[config.mk]
export PLATFORM = sky130hd
export DESIGN_NAME = wtf8_to_wtf16_decoder
export DESIGN_NICKNAME = d
export VERILOG_FILES = /design/src/rtl/wtf_pkg.sv /design/src/rtl/wtf8_to_wtf16_decoder.sv /design/src/rtl/wtf_front.sv /design/src/rtl/wtf_queue.sv /design/src/rtl/wtf_back.sv
export SDC_FILE = /design/constraint.sdc
export NUM_CORES = 1
export LEC_CHECK = 0
export BUFFER_PORTS_ARGS = -buffer_cell sky130_fd_sc_hd__buf_2
export CAP_MARGIN = 5
export CORE_AREA = 2 2 135 137
export CTS_CLUSTER_DIAMETER = 40
export DETAILED_ROUTE_END_ITERATION = 6
export DIE_AREA = 0 0 137 139
export PLACE_DENSITY_LB_ADDON = 0.3
export SLEW_MARGIN = 25
export SYNTH_ARGS = -nofsm -noshare
export SYNTH_HDL_FRONTEND = slang
export SYNTH_SLANG_ARGS = --single-unit
[constraint.sdc]
create_clock -name clk -period 5.5 [get_ports clk]
set_input_delay 0.275 -clock clk [delete_from_list [all_inputs] [get_ports clk]]
set_output_delay 0.275 -clock clk [all_outputs]
set_load 0.005 [all_outputs]
[src/rtl/wtf_pkg.sv]
`default_nettype none

package wtf_pkg;

    // Replacement character for malformed or truncated sequences.
    localparam logic [15:0] REPLACEMENT = 16'hFFFD;

    // Default depth of the job queue between the front and the back.
    localparam int QUEUE_DEPTH = 2;

    // One input word: a raw byte and the end-of-string mark.
    typedef struct packed {
        logic [7:0] byte_in;
        logic       end_of_input;
    } in_word_t;

    // One output word: a UTF-16 code unit and the end-of-run mark.
    typedef struct packed {
        logic [15:0] code_unit;
        logic        last_of_run;
    } out_word_t;

    // Work for the back: rep replacement units, then tail_n units from unit_a, unit_b.
    typedef struct packed {
        logic [2:0]  rep;
        logic [1:0]  tail_n;
        logic [15:0] unit_a;
        logic [15:0] unit_b;
    } job_t;

    // Front status toward the queue and the top level.
    typedef struct packed {
        logic push;
        logic pending;
    } front_stat_t;

    // Queue status toward the front and the back.
    typedef struct packed {
        logic empty;
        logic full;
    } queue_stat_t;

endpackage

`default_nettype wire

[src/rtl/wtf8_to_wtf16_decoder.sv]
// WTF-8 to UTF-16 decoder: one byte in, zero to four code units out.
// The units of a byte pass through the job queue and then the registered output.
// Throughput: one byte per cycle while each byte yields at most one unit and the output
// is not stalled; a byte that yields several units holds the output side until all are
// out, and the two-entry job queue lets input continue meanwhile until it fills.
// Reset: asynchronous, active low; clears the held sequence, the queue and the output valid.
`default_nettype none

module wtf8_to_wtf16_decoder #(
    parameter int QUEUE_DEPTH = wtf_pkg::QUEUE_DEPTH
) (
    input  wire logic               clk,
    input  wire logic               rst_n,
    input  wire logic               in_valid,
    output logic                    in_stall,
    input  wire wtf_pkg::in_word_t  in_word,
    output logic                    out_valid,
    input  wire logic               out_stall,
    output wtf_pkg::out_word_t      out_word
);

    wtf_pkg::front_stat_t f_stat;
    wtf_pkg::queue_stat_t q_stat;
    wtf_pkg::job_t        push_job;
    wtf_pkg::job_t        head_job;
    logic                 pop;

    // Classifies bytes and tracks the sequence in progress.
    wtf_front u_front (
        .clk      (clk),
        .rst_n    (rst_n),
        .in_valid (in_valid),
        .in_word  (in_word),
        .in_stall (in_stall),
        .q_stat   (q_stat),
        .f_stat   (f_stat),
        .job      (push_job)
    );

    // Decouples classification from unit emission.
    wtf_queue #(
        .DEPTH (QUEUE_DEPTH)
    ) u_queue (
        .clk      (clk),
        .rst_n    (rst_n),
        .push     (f_stat.push),
        .push_job (push_job),
        .pop      (pop),
        .head_job (head_job),
        .q_stat   (q_stat)
    );

    // Expands each job into code units.
    wtf_back u_back (
        .clk       (clk),
        .rst_n     (rst_n),
        .head_job  (head_job),
        .q_stat    (q_stat),
        .pop       (pop),
        .out_valid (out_valid),
        .out_stall (out_stall),
        .out_word  (out_word)
    );

    // The front never pushes into a full queue.
    a_no_overflow: assert property (@(posedge clk) disable iff (!rst_n)
        q_stat.full |-> !f_stat.push)
        else $error("job pushed into full queue");

    // The end-of-string byte always leaves nothing pending.
    a_eoi_clears: assert property (@(posedge clk) disable iff (!rst_n)
        (in_valid && !in_stall && in_word.end_of_input) |=> !f_stat.pending)
        else $error("sequence still pending after end of string");

    // The units of one byte follow each other without a gap.
    a_run_continues: assert property (@(posedge clk) disable iff (!rst_n)
        (out_valid && !out_word.last_of_run) |=> out_valid)
        else $error("gap inside a run of units");

    // A pop only happens when the queue holds a job.
    a_pop_nonempty: assert property (@(posedge clk) disable iff (!rst_n)
        pop |-> !q_stat.empty)
        else $error("pop from empty queue");

endmodule

`default_nettype wire

[src/rtl/wtf_front.sv]
`default_nettype none

module wtf_front (
    input  wire logic               clk,
    input  wire logic               rst_n,
    input  wire logic               in_valid,
    input  wire wtf_pkg::in_word_t  in_word,
    output logic                    in_stall,
    input  wire wtf_pkg::queue_stat_t q_stat,
    output wtf_pkg::front_stat_t    f_stat,
    output wtf_pkg::job_t           job
);

    // Sequence state.
    logic [7:0]  held_lead_reg, held_lead_next;
    logic [20:0] partial_reg, partial_next;
    logic [1:0]  held_count_reg, held_count_next;

    logic        accept;
    logic [7:0]  b;
    logic        eoi;
    logic [2:0]  w_in;
    logic [2:0]  w_held;
    logic        lead_ascii;
    logic        lead_rep;
    logic        lead_hold;
    logic [20:0] lead_partial;
    logic [7:0]  cont_lo;
    logic [7:0]  cont_hi;
    logic        cont_ok;
    logic [20:0] cp_next;
    logic [19:0] adj;
    logic [2:0]  cnt;
    wtf_pkg::job_t job_c;

    // Sequence width of a lead byte: 1 ASCII, 2 to 4 multi-byte, 0 invalid.
    function automatic logic [2:0] lead_width(input logic [7:0] v);
        logic [2:0] w;
        begin
            if (v <= 8'h7F)
                w = 3'd1;
            else if (v < 8'hC2)
                w = 3'd0;
            else if (v <= 8'hDF)
                w = 3'd2;
            else if (v <= 8'hEF)
                w = 3'd3;
            else if (v <= 8'hF4)
                w = 3'd4;
            else
                w = 3'd0;
            return w;
        end
    endfunction

    assign in_stall = q_stat.full;
    assign accept   = in_valid && !in_stall;
    assign b        = in_word.byte_in;
    assign eoi      = in_word.end_of_input;

    // Classify the byte as a lead.
    always_comb
    begin
        w_in       = lead_width(b);
        lead_ascii = (w_in == 3'd1);
        lead_rep   = !lead_ascii && ((w_in == 3'd0) || eoi);
        lead_hold  = !lead_ascii && !lead_rep;
        if (w_in == 3'd2)
            lead_partial = {16'd0, b[4:0]};
        else if (w_in == 3'd3)
            lead_partial = {17'd0, b[3:0]};
        else
            lead_partial = {18'd0, b[2:0]};
    end

    // Check the byte as a continuation of the held sequence.
    always_comb
    begin
        w_held  = lead_width(held_lead_reg);
        cont_lo = 8'h80;
        cont_hi = 8'hBF;
        if (held_count_reg == 2'd1)
        begin
            if (held_lead_reg == 8'hE0)
                cont_lo = 8'hA0;
            else if (held_lead_reg == 8'hF0)
                cont_lo = 8'h90;
            else if (held_lead_reg == 8'hF4)
                cont_hi = 8'h8F;
        end
        cont_ok = (b >= cont_lo) && (b <= cont_hi);
        cp_next = {partial_reg[14:0], b[5:0]};
        adj     = cp_next[19:0] - 20'h10000;
        cnt     = {1'b0, held_count_reg} + 3'd1;
    end

    // Build the job and the next sequence state.
    always_comb
    begin
        job_c.rep       = 3'd0;
        job_c.tail_n    = 2'd0;
        job_c.unit_a    = {8'd0, b};
        job_c.unit_b    = 16'hDC00 | {6'd0, adj[9:0]};
        held_lead_next  = held_lead_reg;
        partial_next    = partial_reg;
        held_count_next = held_count_reg;
        if (held_count_reg == 2'd0)
        begin
            job_c.rep    = {2'd0, lead_rep};
            job_c.tail_n = {1'b0, lead_ascii};
            if (lead_hold)
            begin
                held_lead_next  = b;
                held_count_next = 2'd1;
                partial_next    = lead_partial;
            end
        end
        else if (cont_ok)
        begin
            if (cnt >= w_held)
            begin
                // Sequence complete: one unit or a surrogate pair.
                if (cp_next >= 21'h10000)
                begin
                    job_c.tail_n = 2'd2;
                    job_c.unit_a = 16'hD800 | {6'd0, adj[19:10]};
                end
                else
                begin
                    job_c.tail_n = 2'd1;
                    job_c.unit_a = cp_next[15:0];
                end
                held_lead_next  = 8'd0;
                partial_next    = 21'd0;
                held_count_next = 2'd0;
            end
            else if (eoi)
            begin
                // Truncated at end of string: one replacement per byte.
                job_c.rep       = cnt;
                held_lead_next  = 8'd0;
                partial_next    = 21'd0;
                held_count_next = 2'd0;
            end
            else
            begin
                held_count_next = cnt[1:0];
                partial_next    = cp_next;
            end
        end
        else
        begin
            // Bad continuation: replace the held bytes, then retry the byte as a lead.
            job_c.rep       = {1'b0, held_count_reg} + {2'd0, lead_rep};
            job_c.tail_n    = {1'b0, lead_ascii};
            held_lead_next  = 8'd0;
            partial_next    = 21'd0;
            held_count_next = 2'd0;
            if (lead_hold)
            begin
                held_lead_next  = b;
                held_count_next = 2'd1;
                partial_next    = lead_partial;
            end
        end
    end

    assign job            = job_c;
    assign f_stat.push    = accept && ((job_c.rep != 3'd0) || (job_c.tail_n != 2'd0));
    assign f_stat.pending = (held_count_reg != 2'd0);

    // Sequence state registers.
    always_ff @(posedge clk or negedge rst_n)
    begin
        if (!rst_n)
        begin
            held_lead_reg  <= 8'd0;
            partial_reg    <= 21'd0;
            held_count_reg <= 2'd0;
        end
        else if (accept)
        begin
            held_lead_reg  <= held_lead_next;
            partial_reg    <= partial_next;
            held_count_reg <= held_count_next;
        end
    end

endmodule

`default_nettype wire

[src/rtl/wtf_queue.sv]
`default_nettype none

module wtf_queue #(
    parameter int DEPTH = wtf_pkg::QUEUE_DEPTH
) (
    input  wire logic                clk,
    input  wire logic                rst_n,
    input  wire logic                push,
    input  wire wtf_pkg::job_t       push_job,
    input  wire logic                pop,
    output wtf_pkg::job_t            head_job,
    output wtf_pkg::queue_stat_t     q_stat
);

    localparam int PTR_W = (DEPTH > 1) ? $clog2(DEPTH) : 1;
    localparam int CNT_W = $clog2(DEPTH + 1);

    wtf_pkg::job_t     mem [DEPTH];
    logic [PTR_W-1:0]  wr_ptr_reg;
    logic [PTR_W-1:0]  rd_ptr_reg;
    logic [CNT_W-1:0]  count_reg;
    logic              do_push;
    logic              do_pop;

    assign q_stat.empty = (count_reg == '0);
    assign q_stat.full  = (count_reg == CNT_W'(DEPTH));
    assign do_push      = push && !q_stat.full;
    assign do_pop       = pop && !q_stat.empty;
    assign head_job     = mem[rd_ptr_reg];

    // Job storage.
    always_ff @(posedge clk)
    begin
        if (do_push)
            mem[wr_ptr_reg] <= push_job;
    end

    // Pointers and fill count.
    always_ff @(posedge clk or negedge rst_n)
    begin
        if (!rst_n)
        begin
            wr_ptr_reg <= '0;
            rd_ptr_reg <= '0;
            count_reg  <= '0;
        end
        else
        begin
            if (do_push)
                wr_ptr_reg <= (wr_ptr_reg == PTR_W'(DEPTH - 1)) ? '0 : wr_ptr_reg + 1'b1;
            if (do_pop)
                rd_ptr_reg <= (rd_ptr_reg == PTR_W'(DEPTH - 1)) ? '0 : rd_ptr_reg + 1'b1;
            if (do_push && !do_pop)
                count_reg <= count_reg + 1'b1;
            else if (do_pop && !do_push)
                count_reg <= count_reg - 1'b1;
        end
    end

endmodule

`default_nettype wire

[src/rtl/wtf_back.sv]
`default_nettype none

module wtf_back (
    input  wire logic                 clk,
    input  wire logic                 rst_n,
    input  wire wtf_pkg::job_t        head_job,
    input  wire wtf_pkg::queue_stat_t q_stat,
    output logic                      pop,
    output logic                      out_valid,
    input  wire logic                 out_stall,
    output wtf_pkg::out_word_t        out_word
);

    logic [2:0]         idx_reg;
    logic [2:0]         idx_next;
    logic               out_valid_reg;
    wtf_pkg::out_word_t out_word_reg;
    wtf_pkg::out_word_t unit_c;
    logic [2:0]         total;
    logic               last;
    logic               advance;

    // Pick the unit of the head job at the current position.
    always_comb
    begin
        total = head_job.rep + {1'b0, head_job.tail_n};
        last  = (idx_reg == total - 3'd1);
        if (idx_reg < head_job.rep)
            unit_c.code_unit = wtf_pkg::REPLACEMENT;
        else if (idx_reg == head_job.rep)
            unit_c.code_unit = head_job.unit_a;
        else
            unit_c.code_unit = head_job.unit_b;
        unit_c.last_of_run = last;
    end

    assign advance  = !q_stat.empty && (!out_valid_reg || !out_stall);
    assign pop      = advance && last;
    assign idx_next = last ? 3'd0 : idx_reg + 3'd1;

    // Output register and position within the job.
    always_ff @(posedge clk or negedge rst_n)
    begin
        if (!rst_n)
        begin
            idx_reg       <= 3'd0;
            out_valid_reg <= 1'b0;
        end
        else
        begin
            if (advance)
                idx_reg <= idx_next;
            if (advance)
                out_valid_reg <= 1'b1;
            else if (!out_stall)
                out_valid_reg <= 1'b0;
        end
    end

    always_ff @(posedge clk)
    begin
        if (advance)
            out_word_reg <= unit_c;
    end

    assign out_valid = out_valid_reg;
    assign out_word  = out_word_reg;

endmodule

`default_nettype wire
Word-level counts from Yosys, hierarchy flattened

Memories as Yosys holds them, arrays and structs flattened.
Index checks and enable logic that the tools add are counted.

Logic and storage cells: 134
Memories: 1
Bits in writable memories: 62
Output and inout bits: 19
Register bits: 50
Bits of input ports: 13

Memory list:

| memory      | words | width | rd ports | clocked after memory_dff | write ports | RTL line        | RTL |
|---|---|---|---|---|---|---|---|
| u_queue.mem | 2     | 31    | 1        | 0                        | 1           | wtf_queue.sv:18 | `wtf_pkg::job_t mem [DEPTH];` |

Reduce and logical (&&, ||, !) cells: 30
Muxes and demuxes: 55
Order comparisons: 15
Eq/ne operators: 13
Add/subtract/negate cells: 10

Operators with widths:

| operator                                                                              | number |
|---|---|
| 15-bit 2-to-1 mux                                                                     | 6 |
| 8-bit 2-to-1 mux                                                                      | 11 |
| 8-bit <= comparator, second input constant                                            | 6 |
| 16-bit 2-to-1 mux                                                                     | 3 |
| 3-bit 2-to-1 mux                                                                      | 13 |
| 18-bit 2-to-1 mux                                                                     | 2 |
| 8-bit == test, second input constant                                                  | 3 |
| 21-bit by 17-bit greater-or-equal comparator with 1-bit output, second input constant | 1 |
| 5-bit 2-to-1 mux                                                                      | 4 |
| 20-bit by 17-bit subtractor with 20-bit output, second input constant                 | 1 |
| 8-bit by 7-bit <= comparator with 1-bit output, second input constant                 | 2 |
| 8-bit less-than comparator, second input constant                                     | 2 |
| 2-bit 2-to-1 mux                                                                      | 7 |
| 1-bit logical AND                                                                     | 11 |
| 8-bit greater-or-equal comparator                                                     | 1 |
| 8-bit <= comparator                                                                   | 1 |
| 1-bit zero test                                                                       | 8 |
| 1-bit 2-to-1 mux                                                                      | 7 |
| 3-bit by 2-bit == test with 1-bit output, second input constant                       | 2 |
| 3-bit == test                                                                         | 2 |
| 6-bit 2-to-1 mux                                                                      | 1 |
| 2-bit zero test                                                                       | 2 |
| 4-bit 2-to-1 mux                                                                      | 1 |
| 2-bit by 1-bit != test with 1-bit output, second input constant                       | 2 |
| 20 further kinds                                                                      | 24 |

Longest topological paths before layout

Gate-level depths: netlist of the first run.

Depth in word-level cells: 20
Mapped depth: 16
Depth with buffers taken out: 16

By module

Synthesis of the first run repeated with hierarchy kept, for this count alone.

Cells, all modules: 451
Area total of the unflattened synthesis: 5962.0 um2

Modules (own cells, without submodules):

| module    | area an instance (um2) | times used | seq. area each (um2) | cells each |
|---|---|---|---|---|
| wtf_queue | 2949.1                 | 1          | 2322.2               | 134 |
| wtf_front | 1899.3                 | 1          | 625.6                | 204 |
| wtf_back  | 1113.6                 | 1          | 610.6                | 113 |

Worst setup path after synthesis of the first run

Ideal clock, no wire load.

Path kind: reg-to-reg
Start point: reg u_front.held_count_reg[1]
End point: mem u_queue.mem[0][0] (netlist name) (enable)
Path buffers: 0
Stages on the path, launching flop included: 12
Arrival time: 3.623 ns
Setup time: 0.419 ns
Clock period less this slack: 4.042 ns
Setup slack: 1.458 ns
Required time: 5.081 ns
Cells stage by stage: dfrtp_1 > inv_1 > ha_1 > nor2b_1 > nand2_1 > or2_2 > ha_1 > a211o_1 > o21a_4 > o221ai_1 > o41ai_2 > nor2_1

RTL lines:

| element                | RTL line         | RTL |
|---|---|---|
| from (decl)            | wtf_front.sv:17  | `logic [1:0] held_count_reg, held_count_next;` |
| from (signal assigned) | wtf_front.sv:185 | `held_count_reg <= held_count_next;` |
| to (decl)              | wtf_queue.sv:18  |  |

Final worst setup path of the first run

Start point: reg u_front.held_count_reg[0]
End point: reg u_queue.count_reg[1]

Cells in the longest elaborated chain, start to end: 13
Elaborated cells on any way between the ends: 25
Classes of those cells: add/sub: 2; order compare: 3; eq/ne: 1; mux: 8; reduce/logical: 11

RTL lines:

| element                                                                  | RTL line         | RTL |
|---|---|---|
| 2-bit by 1-bit == test with 1-bit output                                 | wtf_front.sv:82  | `if (held_count_reg == 2'd1)` |
| 8-bit 2-to-1 mux                                                         | wtf_front.sv:82  |  |
| 8-bit greater-or-equal comparator or 8-bit <= comparator (tied branches) | wtf_front.sv:91  | `cont_ok = (b >= cont_lo) && (b <= cont_hi);` |
| 1-bit logical AND                                                        | wtf_front.sv:91  |  |
| 5-bit 2-to-1 mux                                                         | wtf_front.sv:118 | `else if (cont_ok)` |
| 5-bit 2-to-1 mux (*)                                                     | wtf_front.sv:107 | `if (held_count_reg == 2'd0)` |
| 3-bit nonzero test or 2-bit nonzero test (tied branches)                 | wtf_front.sv:169 | `assign f_stat.push = accept && ((job_c.rep != 3'd0) \|\| (job_c.tail_n != 2'd0));` |
| 1-bit logical OR (*)                                                     | wtf_front.sv:169 |  |
| 1-bit logical AND (*)                                                    | wtf_front.sv:169 |  |
| 1-bit logical AND (*)                                                    | wtf_queue.sv:27  | `assign do_push = push && !q_stat.full;` |
| via u_queue.do_push                                                      | wtf_queue.sv:22  | `logic do_push;` |
| 1-bit zero test                                                          | wtf_queue.sv:55  | `else if (do_pop && !do_push)` |
| 1-bit logical AND                                                        | wtf_queue.sv:55  |  |
| 2-bit nonzero test (no source line)                                      | --               |  |
| to (signal assigned)                                                     | wtf_queue.sv:54  | `count_reg <= count_reg + 1'b1;` |
| to (signal assigned)                                                     | wtf_queue.sv:56  | `count_reg <= count_reg - 1'b1;` |
| to (decl)                                                                | wtf_queue.sv:21  | `logic [CNT_W-1:0] count_reg;` |

The timed path passes the listed nets; every way through them passes the cells marked *.
A chain may end at the register's enable or synchronous reset.

==> impl_metrics.ini, run 1 <==
[global_routing]
groute.usage.overall_pct = 12.3
globalRouteOverflowTotal = 0
grt_max_degree = 34
grt_pass1_vias = 3188
antenna_violations_before_repair = 0
grt_pass1_wl_mm = 17.8

[worst_setup_path]
r2r_cells = 14
setup.worst_path.end_class = register
worst_ep_arrival_time_ns = 4.09
crit_path_start_kind = register
worst_ep_required_time_ns = 5.78
regToRegStartpoint = u_front.held_count_reg[0]
timing.setup.critical_path_class = register to register
critPathLaunch = u_front.held_count_reg[0]
timing.critical_path.fanout_max = 8

[outcome]
outcome = finished, final reports clean

[routing]
detail_route.drc_violations = 0
ant_nets = 0
via_density = 4.82
vias = 3130
routedWlPerCell_um = 16.8
detailroute.wirelength.met2_mm = 5.13
routed_wirelength_mm = 10.9
route.top_layer_used = met4
detail_route.iter0.violations = 275
met3RoutedLength_um = 495
wl_met1_mm = 5.10
detail_route.first_pass.iterations = 4

[synth]
netlist-cell-type-count = 54
ys_top_cells_by_area = sky130_fd_sc_hd__edfxtp_1 46%, sky130_fd_sc_hd__dfrtp_1 16%, sky130_fd_sc_hd__ha_1 5.3%
number_of_flops_mapped_to_enable_cells_by_yosys = 79
synth-seq-cells = 112
post_synth_inst_count = 381
synthArstFlopShare_pct = 29.5
netlist.top_cell.by_area = sky130_fd_sc_hd__edfxtp_1
ys_seq_area_share_pct = 61.6
synthDominantCellAreaShare_pct = 45.7
syn_area_per_cell_um2 = 13.6
ys_warn_count = 0
synth_area_um2 = 5190
most_used_flip_flop_cell_after_synthesis = sky130_fd_sc_hd__edfxtp_1
synth_fp_nets = 416

[power]
power.clock.fraction_pct = 23.3
p_leak_nw = 2.29
power.internal_mw = 2.06
netSwitchingFraction_pct = 33.0
pwr_density_cell_nw_per_um2 = 517
peakVddDrop_mv = 0.204
report.power.total_mw = 3.07
seq_power_share_pct = 43.0
power_switching_mw = 1.02
combPwrFrac_pct = 33.8

[sta]
min_period_ns = 3.82
timing.clock.skew_ns = 0.0109
fmaxAchievable_mhz = 262
rsz_0062_raised_after_global_routing = no
setup_violations = 0
setup_tns_ns = 0
tightest_slew_ns = 0.913
hold_slack_ns = 0.00389
finalHoldViolations = 0
report.final.slew_viol_count = 0
max_slew_margin_vs_limit_pct = 38.9
fin_crit_sh_pct = 69.4
setup_slack_ns = 1.68

[die]
fp.coreArea_um2 = 17700
rows = 49
floorplan.initialDensity_pct = 29.4
floorplan.io_pins = 32
fp.dieH_um = 139
dieWidth_um = 137
fp.dieArea_um2 = 19000

[flow_run]
cap_viol_max_count = 0

[hold_path]
hold_class = input pin to asynchronous set/reset pin

[clocking]
clock_sinks = 112
clock-root-buffer = sky130_fd_sc_hd__clkbuf_16
cts_hold_buf = 0
clock_latency_ns = 0.35
clkSlewWorstSetupHoldPaths_ns = 0.08
cts_made_buffers = 9
post_cts.repair.setup_buffers = 0
tritoncts = done
post_cts_resized = 0
cts-root-to-sink-buffers = 2
clock_tree.htree_level_count = 3

[placement]
dp_hpwl_mm = 7.48
port_buffers = 31
place_congestion = 0.903
place_ws_ns = 1.76

[cells_and_area]
final_antenna_diode_count = 0
layout-drive-gt1-share_pct = 21.6
largest_register_ffs = 62
final_net_count = 451
area_growth_from_synthesis_to_layout_pct = 14.6
cell usage after synthesis (all sizes together) (2+ instances only):
| cell | number |
|---|---|
| nor4 | 3 |
| nor2 | 18 |
| nand2b | 2 |
| nand4 | 4 |
| o31ai | 3 |
| or2 | 11 |
| nand2 | 33 |
| a22o | 15 |
| nor2b | 5 |
| mux2 | 9 |
| ha | 22 |
| inv | 22 |
| or3 | 2 |
| o21a | 7 |
| nor3 | 7 |
| edfxtp | 79 |
| xnor2 | 5 |
| a21o | 3 |
| buf | 5 |
| a21oi | 8 |
| dfrtp | 33 |
| mux2i | 11 |
| o211a | 2 |
| o41ai | 3 |
| clkbuf | 7 |
| and2 | 4 |
| o21ai | 22 |
| nand3 | 5 |
| and4b | 2 |
| mux4 | 10 |
| xor2 | 5 |
power groups by stage:
stage	Combinational (mW)	Sequential, mW	Clock, mW
6_report	1.04	1.32	0.715
5_1_grt	1.18	1.35	0.768
4_1_cts	1.07	1.32	0.736
3_5_place_dp	1.06	1.34	0
3_3_place_gp	1.04	1.33	0
2_1_floorplan	0.762	1.32	0
area by class of cell:
class | count | area [um2]
fillers | 1770 | 11700
clock inverters | 6 | 101
flip-flops and latches | 112 | 3200
well taps | 229 | 287
clock buffers | 10 | 229
inverters | 22 | 82.6
repair buffers | 36 | 193
multi-input cells | 235 | 1860
path summary, 6_finish.rpt:
path	endpoint	slack, ns
max in group asynchronous	u_back.idx_reg[0]	5.00
worst min register to register	u_back.out_valid	0.51
min in group clk	u_back.out_valid	0.15
worst min-delay path	u_queue.rd_ptr_reg	0.004
worst max-delay path	u_queue.count_reg[1]	1.68
worst max register to register	u_queue.count_reg[1]	1.68
per-layer routing:
layer	vias up	global-route usage, %
met4	0	4.12
met3	13	2.78
met5	-	0
met2	66	18.9
met1	1557	17.2
li1	1494	-
worst max-delay path, stage by stage (launching register included):
cell and delay (ns):
sky130_fd_sc_hd__dfrtp_1 0.49, sky130_fd_sc_hd__ha_1 0.19, sky130_fd_sc_hd__nor2b_1 0.16, sky130_fd_sc_hd__nand2_1 0.08, sky130_fd_sc_hd__or2_2 0.30, sky130_fd_sc_hd__ha_1 0.29
sky130_fd_sc_hd__a211o_1 0.31, sky130_fd_sc_hd__o21ai_0 0.55, sky130_fd_sc_hd__a211oi_1 0.12, sky130_fd_sc_hd__o41ai_2 0.54, sky130_fd_sc_hd__inv_1 0.09, sky130_fd_sc_hd__ha_1 0.21
sky130_fd_sc_hd__xor2_1 0.14, sky130_fd_sc_hd__nor2_1 0.12, sky130_fd_sc_hd__xor2_1 0.16
through the flow:
stage                     util (%)  cell area [um2]  std cells
after floorplan                  -             5190        381
after global placement        31.8             5610        634
after detailed placement      31.8             5620        634
after CTS                     33.7             5950        650
after global routing          33.7             5950        650
final                         33.7             5950        650
cell usage in the layout, fill, tap and decap left out, types with 2 or more instances in the layout:
master,instances
sky130_fd_sc_hd__buf_2,31
sky130_fd_sc_hd__and2_1,3
sky130_fd_sc_hd__mux2i_1,11
sky130_fd_sc_hd__o21ai_0,22
sky130_fd_sc_hd__nand4_1,4
sky130_fd_sc_hd__a21oi_1,7
sky130_fd_sc_hd__nor4_1,3
sky130_fd_sc_hd__nor2_1,16
sky130_fd_sc_hd__nand2b_1,2
sky130_fd_sc_hd__nand2_1,32
sky130_fd_sc_hd__o21a_1,6
sky130_fd_sc_hd__clkbuf_16,9
sky130_fd_sc_hd__dfrtp_1,33
sky130_fd_sc_hd__a21o_1,2
sky130_fd_sc_hd__nand3_1,5
sky130_fd_sc_hd__mux4_2,10
sky130_fd_sc_hd__nor2b_1,5
sky130_fd_sc_hd__a22o_1,15
sky130_fd_sc_hd__nor2_2,2
sky130_fd_sc_hd__o211a_1,2
sky130_fd_sc_hd__buf_4,5
sky130_fd_sc_hd__or2_2,10
sky130_fd_sc_hd__bufinv_16,2
sky130_fd_sc_hd__and4b_1,2
sky130_fd_sc_hd__ha_1,22
sky130_fd_sc_hd__inv_1,22
sky130_fd_sc_hd__nor3_1,6
sky130_fd_sc_hd__o31ai_1,3
sky130_fd_sc_hd__or3_1,2
sky130_fd_sc_hd__xnor2_1,5
sky130_fd_sc_hd__mux2_2,9
sky130_fd_sc_hd__xor2_1,5
sky130_fd_sc_hd__edfxtp_1,79
sky130_fd_sc_hd__o41ai_1,2
cell families after synthesis:
family / after synthesis / synth area share [%]
mux: 30 / 8.41
flops: 112 / 61.6
xor+xnor: 11 / 2.12
compound gates: 72 / 9.91
fa+ha+maj: 22 / 5.30
buf+inv: 34 / 2.77
simple gates: 100 / 9.86
No activity file was read; power rests on OpenSTA's default activity.
==> inputs of run 2 (changes only) <==
==> constraint.sdc (replaced) <==
create_clock -name clk -period 3.9 [get_ports clk]
set_input_delay 0.195 -clock clk [delete_from_list [all_inputs] [get_ports clk]]
set_output_delay 0.195 -clock clk [all_outputs]
set_load 0.005 [all_outputs]
==> impl_metrics.ini, run 2 (synthesized netlist as in run 1, its figures left out) <==
[outcome]
outcome = finished, final reports clean

[flow_run]
cap_viol_max_count = 0

[hold_path]
whs_path_depth = 3
hold_class = input pin to register
hold-path-endpoint = u_back.out_valid
hold_path_startpoint = out_stall

[die]
dieWidth_um = 137
fp.dieArea_um2 = 19000
fp.coreArea_um2 = 17700
fp.dieH_um = 139
rows = 49
floorplan.io_pins = 32
floorplan.initialDensity_pct = 29.4

[power]
combPwrFrac_pct = 34.5
power_switching_mw = 1.48
netSwitchingFraction_pct = 33.8
pwr_density_cell_nw_per_um2 = 727
p_leak_nw = 2.33
power.internal_mw = 2.91
seq_power_share_pct = 42.8
report.power.total_mw = 4.39
peakVddDrop_mv = 0.284
power.clock.fraction_pct = 22.7

[worst_setup_path]
worst_ep_required_time_ns = 4.18
slowest_delay_ns = 0.48
worst_ep_arrival_time_ns = 3.65
r2r_cells = 13
crit_path_cell_trace = ha_1, nor2b_1, nand2_1, or2_2, ha_1, a211o_1, o2111ai_1, o221ai_1, o41ai_2, inv_1, ha_1, nor2_1, xor2_1
worst_r2r_endpoint = u_queue.count_reg[1]
setup.worst_path.end_class = register
worst_case_register_to_register_setup_slack_ns = 0.52
critPathSlowestCell = sky130_fd_sc_hd__dfrtp_1
crit_path_start_kind = register
crit_buf_inv = 1
timing.critical_path.fanout_max = 8
timing.setup.critical_path_class = register to register
cp_common_cell = sky130_fd_sc_hd__ha_1
worst_path_dominant_cell_family = compound AO/OA/AOI/OAI gates
regToRegStartpoint = u_front.held_count_reg[0]

[clocking]
clock-root-buffer = sky130_fd_sc_hd__clkbuf_16
cts_made_buffers = 9
cts-root-to-sink-buffers = 2
clkSlewWorstSetupHoldPaths_ns = 0.08
clock_sinks = 112
clock_tree.htree_level_count = 3
post_cts_resized = 0
clock_latency_ns = 0.36
tritoncts = done

[global_routing]
grt_pass1_wl_mm = 17.9
grt_pass1_vias = 3216
antenna_violations_before_repair = 0
groute.usage.overall_pct = 12.4
globalRouteOverflowTotal = 0
grt_max_degree = 34

[sta]
fmaxAchievable_mhz = 296
report.final.slew_viol_count = 0
finalHoldViolations = 0
tightest_slew_ns = 0.807
setup_slack_ns = 0.525
setup_violations = 0
fin_crit_sh_pct = 86.5
min_period_ns = 3.38
max_slew_margin_vs_limit_pct = 46.2
timing.clock.skew_ns = 0.0103
setup_tns_ns = 0
rsz_0062_raised_after_global_routing = no

[cells_and_area]
stdcell_area_um2 = 6040
final_net_count = 460
final_util_pct = 34.2
largest_register_ffs = 62
layout-drive-gt1-share_pct = 23.0
mostFrequentLayoutCell = sky130_fd_sc_hd__edfxtp_1
area_growth_from_synthesis_to_layout_pct = 16.4
mostFrequentLayoutCells = 79 x sky130_fd_sc_hd__edfxtp_1, 33 x sky130_fd_sc_hd__dfrtp_1, 32 x sky130_fd_sc_hd__nand2_1
final_antenna_diode_count = 0

[placement]
dp_hpwl_mm = 7.82
dpl_cell_area_um2 = 5700
port_buffers = 31
place_ws_ns = 0.524
place_congestion = 0.842

[routing]
detail_route.iter0.violations = 244
detail_route.drc_violations = 0
vias = 3156
routed_wirelength_mm = 11.0
via_density = 4.79
routedWlPerCell_um = 16.8
detail_route.first_pass.iterations = 5
ant_nets = 0
[run 2: area by class of cell]
| class | instances | area (um2) |
|---|---|---|
| well taps | 229 | 287 |
| clock buffers | 9 | 225 |
| clock inverters | 7 | 110 |
| multi-input cells | 235 | 1850 |
| repair buffers | 45 | 288 |
| flip-flops and latches | 112 | 3200 |
| fillers | 1766 | 11600 |
| inverters | 22 | 82.6 |
[run 2: what timing repair did]
item / CTS / global route
hold buffers: 1 / 0
setup buffers: 0 / 0
endpoints found under the hold margin: 33 / 0
[run 2: worst max-delay path by stage]
stage                              startpoint                    to  slack, ns  cells after the start
floorplan           u_front.held_count_reg[1]     u_queue.mem[0][0]      -0.14                     11
global placement    u_front.held_count_reg[0]  u_queue.count_reg[1]       0.58                     14
detailed placement  u_front.held_count_reg[0]  u_queue.count_reg[1]       0.52                     13
CTS                 u_front.held_count_reg[0]  u_queue.count_reg[1]       0.51                     14
global route        u_front.held_count_reg[0]  u_queue.count_reg[1]       0.22                     14
finish              u_front.held_count_reg[0]  u_queue.count_reg[1]       0.52                     13
[run 2: tightest hold or removal path: cells and delay by family]
family,cells,cell delay (ns)
buffers and inverters,1,0.07
and+or+nand+nor,2,0.12
[run 2: power by group through the flow]
stage	Sequential (mW)	Clock, mW	Combinational (mW)
2_1_floorplan	1.86	0	1.07
3_3_place_gp	1.89	0	1.52
3_5_place_dp	1.91	0	1.54
4_1_cts	1.89	1.03	1.55
5_1_grt	1.92	1.07	1.72
6_report	1.88	0.998	1.51
[run 2: metrics by stage]
step,hold slack [ns],std cells
floorplan,-0.101,381
global placement,0.321,642
detailed placement,0.332,642
CTS,0.0867,659
global route,0.0941,659
finish,0.0804,659
[run 2: layer usage]
metal | global-route usage, % | routed length, um
met4 | 4.02 | 146
met5 | 0 | 0
met3 | 2.56 | 486
met2 | 18.9 | 5170
met1 | 17.6 | 5240
